### config.mk
export PLATFORM = sky130hd
export DESIGN_NAME = hcd_ctrl
export DESIGN_NICKNAME = d
export VERILOG_FILES = /design/src/design/hcd_pkg.sv /design/src/design/hcd_ctrl.sv
export SDC_FILE = /design/constraint.sdc
export NUM_CORES = 1
export LEC_CHECK = 0
export ABC_AREA = 0
export BUFFER_PORTS_ARGS = -buffer_cell sky130_fd_sc_hd__buf_2
export CORE_ASPECT_RATIO = 1.5
export CORE_MARGIN = 10
export CORE_UTILIZATION = 45
export DETAILED_ROUTE_END_ITERATION = 10
export MAX_ROUTING_LAYER = met4
export PLACE_DENSITY_LB_ADDON = 0.1
export SLEW_MARGIN = 25
export SYNTH_ARGS = -nofsm -noshare
export SYNTH_HDL_FRONTEND = slang
export SYNTH_SLANG_ARGS = --single-unit
### constraint.sdc
create_clock -name clk_i -period 1.8 [get_ports clk_i]
set_input_delay 0 -clock clk_i [delete_from_list [all_inputs] [get_ports clk_i]]
set_output_delay 0 -clock clk_i [all_outputs]
set_load 0.03 [all_outputs]
### src/design/hcd_pkg.sv
// ----------------------------------------------------------------------------
// hcd_pkg
// shared types, codes and defaults of the hyperedge contraction block
// ----------------------------------------------------------------------------
package hcd_pkg;

  localparam int unsigned FINE_VERTS_DEF   = 65536;
  localparam int unsigned COARSE_VERTS_DEF = 4096;
  localparam int unsigned MAX_EDGES_DEF    = 1024;
  localparam int unsigned MAX_PINS_DEF     = 8192;
  localparam int unsigned MAX_EDGE_LEN_DEF = 32;

  typedef enum logic [1:0] {
    REQ_MAP  = 2'd0,
    REQ_PIN  = 2'd1,
    REQ_READ = 2'd2,
    REQ_NONE = 2'd3
  } req_e;

  typedef enum logic [2:0] {
    ST_ACK     = 3'd0,
    ST_KEPT    = 3'd1,
    ST_MERGED  = 3'd2,
    ST_DROPPED = 3'd3,
    ST_PIN     = 3'd4,
    ST_OVF     = 3'd5
  } status_e;

  typedef enum logic [4:0] {
    OP_NONE,
    OP_CLR,
    OP_LATCH,
    OP_MAP_WR,
    OP_MAP_RD,
    OP_INSERT,
    OP_SET_OVF,
    OP_HEAD_RD,
    OP_HEAD_LAT,
    OP_I_CLR,
    OP_ES_LO,
    OP_ES_HI,
    OP_ES_LAT,
    OP_PIN_RD,
    OP_PIN_CMP,
    OP_NEXT_RD,
    OP_NEXT_LAT,
    OP_WT_RD,
    OP_MERGE,
    OP_STORE_PIN,
    OP_STORE_FIN,
    OP_RD_SET,
    OP_WT_LAT,
    OP_EMIT,
    OP_EMIT_PIN
  } op_e;

  typedef struct packed {
    op_e     op;
    status_e code;
    logic    clr_buf;
    logic    last;
  } cmd_t;

  typedef struct packed {
    req_e req;
    logic fv_ok;
    logic last_pin;
    logic lost;
    logic ovf;
    logic len_lt2;
    logic e_live;
    logic len_match;
    logic pin_eq;
    logic i_last;
    logic st_last;
    logic cap_ok;
    logic rd_ok;
    logic clr_done;
    logic out_free;
  } stat_t;

endpackage

### src/design/hcd_ctrl.sv
// ----------------------------------------------------------------------------
// hcd_ctrl
// sequencer: clearing pass, map load, pin insert, bucket walk, store, read
// ----------------------------------------------------------------------------
module hcd_ctrl (
  input  logic          clk_i,
  input  logic          rst_ni,
  input  logic          in_valid_i,
  output logic          in_ready_o,
  input  hcd_pkg::stat_t st_i,
  output hcd_pkg::cmd_t  cmd_o
);
  import hcd_pkg::*;

  typedef enum logic [4:0] {
    S_CLEAR, S_IDLE, S_DECODE, S_MAP_WR, S_PIN_MAP, S_PIN_INS, S_PIN_POST,
    S_HEAD_RD, S_HEAD_LAT, S_CHK, S_ES_LO, S_ES_HI, S_ES_LAT, S_LEN,
    S_CMP_RD, S_CMP, S_NXT_RD, S_NXT_LAT, S_WT_RD, S_MERGE, S_CAP,
    S_ST_PIN, S_ST_FIN, S_RWT_RD, S_RWT_LAT, S_RP_RD, S_RP_EMIT, S_EMIT
  } state_e;

  state_e  state_q, state_d;
  status_e code_q, code_d;
  logic    clr_q, clr_d;
  logic    rdm_q, rdm_d;

  always_comb begin
    state_d = state_q;
    code_d  = code_q;
    clr_d   = clr_q;
    rdm_d   = rdm_q;
    cmd_o   = '{op: OP_NONE, code: code_q, clr_buf: clr_q, last: 1'b1};
    unique case (state_q)
      S_CLEAR: begin
        cmd_o.op = OP_CLR;
        if (st_i.clr_done) state_d = S_IDLE;
      end
      S_IDLE: begin
        if (in_valid_i) begin
          cmd_o.op = OP_LATCH;
          state_d  = S_DECODE;
        end
      end
      S_DECODE: begin
        clr_d = 1'b0;
        rdm_d = 1'b0;
        unique case (st_i.req)
          REQ_MAP:  state_d = S_MAP_WR;
          REQ_PIN:  state_d = st_i.fv_ok ? S_PIN_MAP : S_PIN_POST;
          REQ_READ: begin
            rdm_d = 1'b1;
            if (st_i.rd_ok) begin
              cmd_o.op = OP_RD_SET;
              state_d  = S_ES_LO;
            end else begin
              code_d  = ST_OVF;
              state_d = S_EMIT;
            end
          end
          default: begin
            code_d  = ST_ACK;
            state_d = S_EMIT;
          end
        endcase
      end
      S_MAP_WR: begin
        cmd_o.op = OP_MAP_WR;
        code_d   = ST_ACK;
        state_d  = S_EMIT;
      end
      S_PIN_MAP: begin
        cmd_o.op = OP_MAP_RD;
        state_d  = S_PIN_INS;
      end
      S_PIN_INS: begin
        cmd_o.op = OP_INSERT;
        state_d  = S_PIN_POST;
      end
      S_PIN_POST: begin
        if (!st_i.last_pin) begin
          cmd_o.op = OP_SET_OVF;
          code_d   = st_i.lost ? ST_OVF : ST_ACK;
          state_d  = S_EMIT;
        end else if (st_i.ovf || st_i.lost) begin
          code_d  = ST_OVF;
          clr_d   = 1'b1;
          state_d = S_EMIT;
        end else if (st_i.len_lt2) begin
          code_d  = ST_DROPPED;
          clr_d   = 1'b1;
          state_d = S_EMIT;
        end else begin
          clr_d   = 1'b1;
          state_d = S_HEAD_RD;
        end
      end
      S_HEAD_RD: begin
        cmd_o.op = OP_HEAD_RD;
        state_d  = S_HEAD_LAT;
      end
      S_HEAD_LAT: begin
        cmd_o.op = OP_HEAD_LAT;
        state_d  = S_CHK;
      end
      S_CHK: begin
        cmd_o.op = OP_I_CLR;
        state_d  = st_i.e_live ? S_ES_LO : S_CAP;
      end
      S_ES_LO: begin
        cmd_o.op = OP_ES_LO;
        state_d  = S_ES_HI;
      end
      S_ES_HI: begin
        cmd_o.op = OP_ES_HI;
        state_d  = S_ES_LAT;
      end
      S_ES_LAT: begin
        cmd_o.op = OP_ES_LAT;
        state_d  = S_LEN;
      end
      S_LEN: begin
        if (rdm_q) state_d = S_RWT_RD;
        else       state_d = st_i.len_match ? S_CMP_RD : S_NXT_RD;
      end
      S_CMP_RD: begin
        cmd_o.op = OP_PIN_RD;
        state_d  = S_CMP;
      end
      S_CMP: begin
        cmd_o.op = OP_PIN_CMP;
        if (!st_i.pin_eq)     state_d = S_NXT_RD;
        else if (st_i.i_last) state_d = S_WT_RD;
        else                  state_d = S_CMP_RD;
      end
      S_NXT_RD: begin
        cmd_o.op = OP_NEXT_RD;
        state_d  = S_NXT_LAT;
      end
      S_NXT_LAT: begin
        cmd_o.op = OP_NEXT_LAT;
        state_d  = S_CHK;
      end
      S_WT_RD: begin
        cmd_o.op = OP_WT_RD;
        state_d  = S_MERGE;
      end
      S_MERGE: begin
        cmd_o.op = OP_MERGE;
        code_d   = ST_MERGED;
        state_d  = S_EMIT;
      end
      S_CAP: begin
        if (st_i.cap_ok) begin
          state_d = S_ST_PIN;
        end else begin
          code_d  = ST_OVF;
          state_d = S_EMIT;
        end
      end
      S_ST_PIN: begin
        cmd_o.op = OP_STORE_PIN;
        if (st_i.st_last) state_d = S_ST_FIN;
      end
      S_ST_FIN: begin
        cmd_o.op = OP_STORE_FIN;
        code_d   = ST_KEPT;
        state_d  = S_EMIT;
      end
      S_RWT_RD: begin
        cmd_o.op = OP_WT_RD;
        state_d  = S_RWT_LAT;
      end
      S_RWT_LAT: begin
        cmd_o.op = OP_WT_LAT;
        state_d  = S_RP_RD;
      end
      S_RP_RD: begin
        cmd_o.op = OP_PIN_RD;
        state_d  = S_RP_EMIT;
      end
      S_RP_EMIT: begin
        // one result per stored pin, waits on the output slot
        if (st_i.out_free) begin
          cmd_o.op   = OP_EMIT_PIN;
          cmd_o.last = st_i.i_last;
          state_d    = st_i.i_last ? S_IDLE : S_RP_RD;
        end
      end
      S_EMIT: begin
        if (st_i.out_free) begin
          cmd_o.op = OP_EMIT;
          state_d  = S_IDLE;
        end
      end
      default: state_d = S_IDLE;
    endcase
  end

  always_ff @(posedge clk_i or negedge rst_ni) begin
    if (!rst_ni) begin
      state_q <= S_CLEAR;
      code_q  <= ST_ACK;
      clr_q   <= 1'b0;
      rdm_q   <= 1'b0;
    end else begin
      state_q <= state_d;
      code_q  <= code_d;
      clr_q   <= clr_d;
      rdm_q   <= rdm_d;
    end
  end

  assign in_ready_o = (state_q == S_IDLE);
endmodule

== Word-level counts from Yosys, hierarchy flattened ==
Cells that the tools add are included.
Word-level totals
  register bits after elaboration: 10
  bits of input ports: 19
  output and inout bits: 11
Operators by class
  equality and inequality tests: 39
  mux-type cells: 39
  reduce and logical (&&, ||, !) cells: 13
Operators with widths (number)
  $pmux W5 S25: 1
  $pmux W5 S24: 1
  $mux W5: 19
  $eq A5 B5 Y1 const B: 12
  $eq A5 B4 Y1 const B: 8
  $mux W3: 7
  $eq A5 B3 Y1 const B: 4
  $pmux W3 S6: 1
  $ne A2 B2 Y1 const B: 8
  $pmux W5 S3: 1
  $eq A5 B2 Y1 const B: 2
  $reduce_and A5 Y1: 2
  $reduce_or A2 Y1: 4
  $pmux W3 S2: 1
  $reduce_bool A6 Y1: 1
  $eq A5 B1 Y1 const B: 1
  $logic_not A5 Y1: 1
  $mux W1: 4
  $mux W2: 2
  $mux W4: 1
  $ne A4 B4 Y1 const B: 1
  $ne A3 B3 Y1 const B: 1
  $reduce_or A3 Y1: 1
  $eq A2 B1 Y1 const B: 1
  other kinds (6): 6

== Depth between registers and ports, before layout ==
  depth after elaboration: 4
  gate-level depth with buffers: 7
  mapped depth without buffers: 5

== Worst setup path before layout ==
OpenSTA, ideal clock, no wires.
  kind: flip-flop to output port
  from: register state_q[4]
  to: output in_ready_o
  arrival: 1859 ps
  data required time: 1800 ps
  setup slack: -59 ps
  cell stages (with the launch flop): 5
  buffers on the path: 3
  path through: dfrtp_1 buf_2 buf_2 buf_1 nor4_1
Between the ends
  cells in the longest elaborated chain, start to end: 1
Ends and longest elaborated chain
  start: declaration: RTL line hcd_ctrl.sv:22  | state_e state_q, state_d;
  start signal: assignment: RTL line hcd_ctrl.sv:206  | state_q <= state_d;
  $eq A5 B1 Y1: RTL line hcd_ctrl.sv:213  | assign in_ready_o = (state_q == S_IDLE);
  end: declaration: RTL line hcd_ctrl.sv:9  | output logic in_ready_o,
No other way between the ends.

==> flow_summary.ini <==
[yosys]
seq_area_frac_synth_pct = 17.7
ys_types = 55
postSynthCellCount = 196
ys.flop_type = dfrtp_1
syn_avg_cell_area_um2 = 7.21
synth_nets = 215
synth_area_um2 = 1410
ys_top_cells_by_area = dfrtp_1, o21ai_0, nor2b_1
synth_edf_count = 0
synth_warnings = 0
synthTopCellsByCount = nand2_1, nor2_1, o21ai_0
async_reset_ff_share_pct = 100
ys_ff_latch = 10
synthDominantCellAreaShare_pct = 17.7
synth_area_leader_cell = dfrtp_1

[final_layout]
drive_gt1_share_pct = 43.6
multi_input_area_um2 = 1130
fillCellCount = 236
finish.net_count = 277
seq_area_um2 = 256
utilization_pct = 70.0
antenna_cells = 0
area_growth_pct = 47.3

[route]
drtPass1Iterations = 4
route.final.wire_length_um = 5960
vias = 1901
drcViolationCount = 0
drtAntennaViolNets = 0
first_iter_violations = 114
viasPerCell = 6.42
wl_per_cell_um = 20.1

[pwr]
p_leak_nw = 0.907
p_total_mw = 4.22
power_density_nw_per_um2 = 2030
worst_ir_drop_vdd_v = 0.00150

[sta]
setup_viol = 0
finalCritPeriodShare_pct = 99.1
finalClockSkew_ns = 0.000526
period_needed_ns = 1.78
slew_headroom_pct = 64.3
setup_slack_ns = 0.0157
final_max_slew_viol_count = 0
rsz0062_at_grt = true
tightest_slew_ns = 0.528
fmax_mhz = 560
hold_viol_final = 0

[status]
status = completed

[worst_setup_path]
end_kind = primary output
cp_cell_sequence = buf_8 > nor2b_2 > buf_4 > a21oi_1 > o22ai_1 > a32o_1 > buf_2
cp_max_fo = 7
crit_type = flip-flop to primary output
critPathArrivalTime_ns = 1.78
cp_slowest_cell = dfrtp_2
slowest_delay_ns = 0.45
path_delay_family = buffers and inverters
cp-start-kind = flip-flop
worstPathRequired_ns = 1.80
critical_path_buf_inv_count = 3

[floorplan]
ioPinCount = 30
die_w_um = 65.7
dieArea_um2 = 5830
die_height_um = 88.6
core-area_um2 = 2970
initial_core_util_pct = 47.5
rows = 24

[global_routing]
grt_start_max_net_pins = 26
grt_pass1_vias = 1871
antenna_found_initial = 0
track_usage_pct = 19.6
grt_pass1_wl_um = 8910
grt_overflow = 0

[placement]
gp_congestion = 1.04
io_buffers = 29
dp_hpwl_um = 4260
post-place-ws_ns = 0.0405

[worst_hold_path]
worstHoldPathType = input pin to flip-flop

[run]
maxCapViolCount = 0

[clocking]
clk_pin_slew_ns = 0.05
cts_root_buf = clkbuf_8
insertion_delay_ns = 0.24
cts_tree = yes
h-tree-depth = 1
clock-sinks = 10
cts_buffer_depth = 2
cts_made_buffers = 3
-- flip-flops by register name, indices dropped and copies added, names as in the netlist --
register  cells
clr_q         1
code_q        3
state_q       5
rdm_q         1
-- worst min-delay path, delay by kind of cell --
kind                   cells  cell delay [ns]
and+or+nand+nor            1             0.06
buffers and inverters      1             0.14
AOI/OAI and AO/OA          1             0.06
-- cells in the final DEF (no fill, tap or decap), drive strengths merged, types with 2 or more instances in the layout --
cell type,instances
nand4,2
o31ai,2
buf,69
nor4bb,2
o211ai,5
a22oi,3
dfrtp,10
a32o,2
a31oi,4
and3,2
a32oi,2
a21o,4
nor4,2
nor2b,12
o22ai,3
nand3,7
nand2,18
o32a,3
a21oi,9
o32ai,3
inv,7
o21ai,17
clkbuf,8
o311ai,2
nand2b,9
nor2,18
nor3,7
and2,2
mux2,5
nand4b,3
-- stage by stage --
| step | cells | cell area, um^2 | hold WS (ns) | setup TNS (ns) |
|---|---|---|---|---|
| after floorplan | 196 | 1420 | -0.296 | 0 |
| after global placement | 277 | 1760 | -0.128 | 0 |
| after detailed placement | 277 | 1760 | -0.114 | 0 |
| after CTS | 282 | 1860 | 0.0574 | 0 |
| after global routing | 296 | 2080 | 0.0851 | -0.154 |
| final | 296 | 2080 | 0.0522 | 0 |
-- metal layers --
| layer | global-route usage [%] | wire length, um | vias to the layer above |
|---|---|---|---|
| li1 | - | - | 869 |
| met1 | 20.8 | 2200 | 884 |
| met2 | 33.0 | 2910 | 112 |
| met3 | 2.66 | 455 | 36 |
| met4 | 13.1 | 392 | 0 |
| met5 | - | 0 | - |
-- layout make-up --
class	count	area share, %
Tap cell	39	2.35
Timing Repair Buffer	74	27.1
Clock buffer	4	2.65
Inverter	7	1.26
Sequential cell	10	12.3
Multi-Input combinational cell	162	54.4
-- repair_timing --
item / 4_1_cts / 5_1_grt
pin swaps: 0 / 5
endpoints found under the setup margin: 5 / 9
setup buffers: 0 / 13
hold buffers: 1 / 0
resized for setup: 12 / 22
endpoints found under the hold margin: 10 / 0
gates cloned: 0 / 2
-- cells by family (layout without fill, tap and decap cells) --
| logic type | Yosys count | count (layout) | share of synthesized area, % |
|---|---|---|---|
| flops | 10 | 10 | 17.7 |
| mux | 6 | 6 | 5.49 |
| compound gates | 69 | 69 | 34.8 |
| simple gates | 87 | 87 | 33.6 |
| buf+inv | 24 | 85 | 8.41 |
-- report_power, final --
part | leakage (nW) | total [mW] | switching [mW] | internal, mW
registers | 0.121 | 0.512 | 0.177 | 0.335
clock network | 0.0288 | 0.296 | 0.102 | 0.193
logic | 0.757 | 3.41 | 1.86 | 1.55
-- final timing paths --
path                            start         end  slack, ns  cells after the start
hold reg to reg             code_q[1]   code_q[1]       0.51                      1
max in group asynchronous      rst_ni  state_q[0]       1.42                      2
setup reg to reg           state_q[3]  state_q[0]       0.04                      6
setup / recovery           state_q[0]    cmd_o[8]       0.02                      7
hold / removal               st_i[12]       clr_q       0.05                      3
min in group asynchronous      rst_ni       rdm_q       0.15                      2
Note: power is estimated with default switching activity, not from simulation.
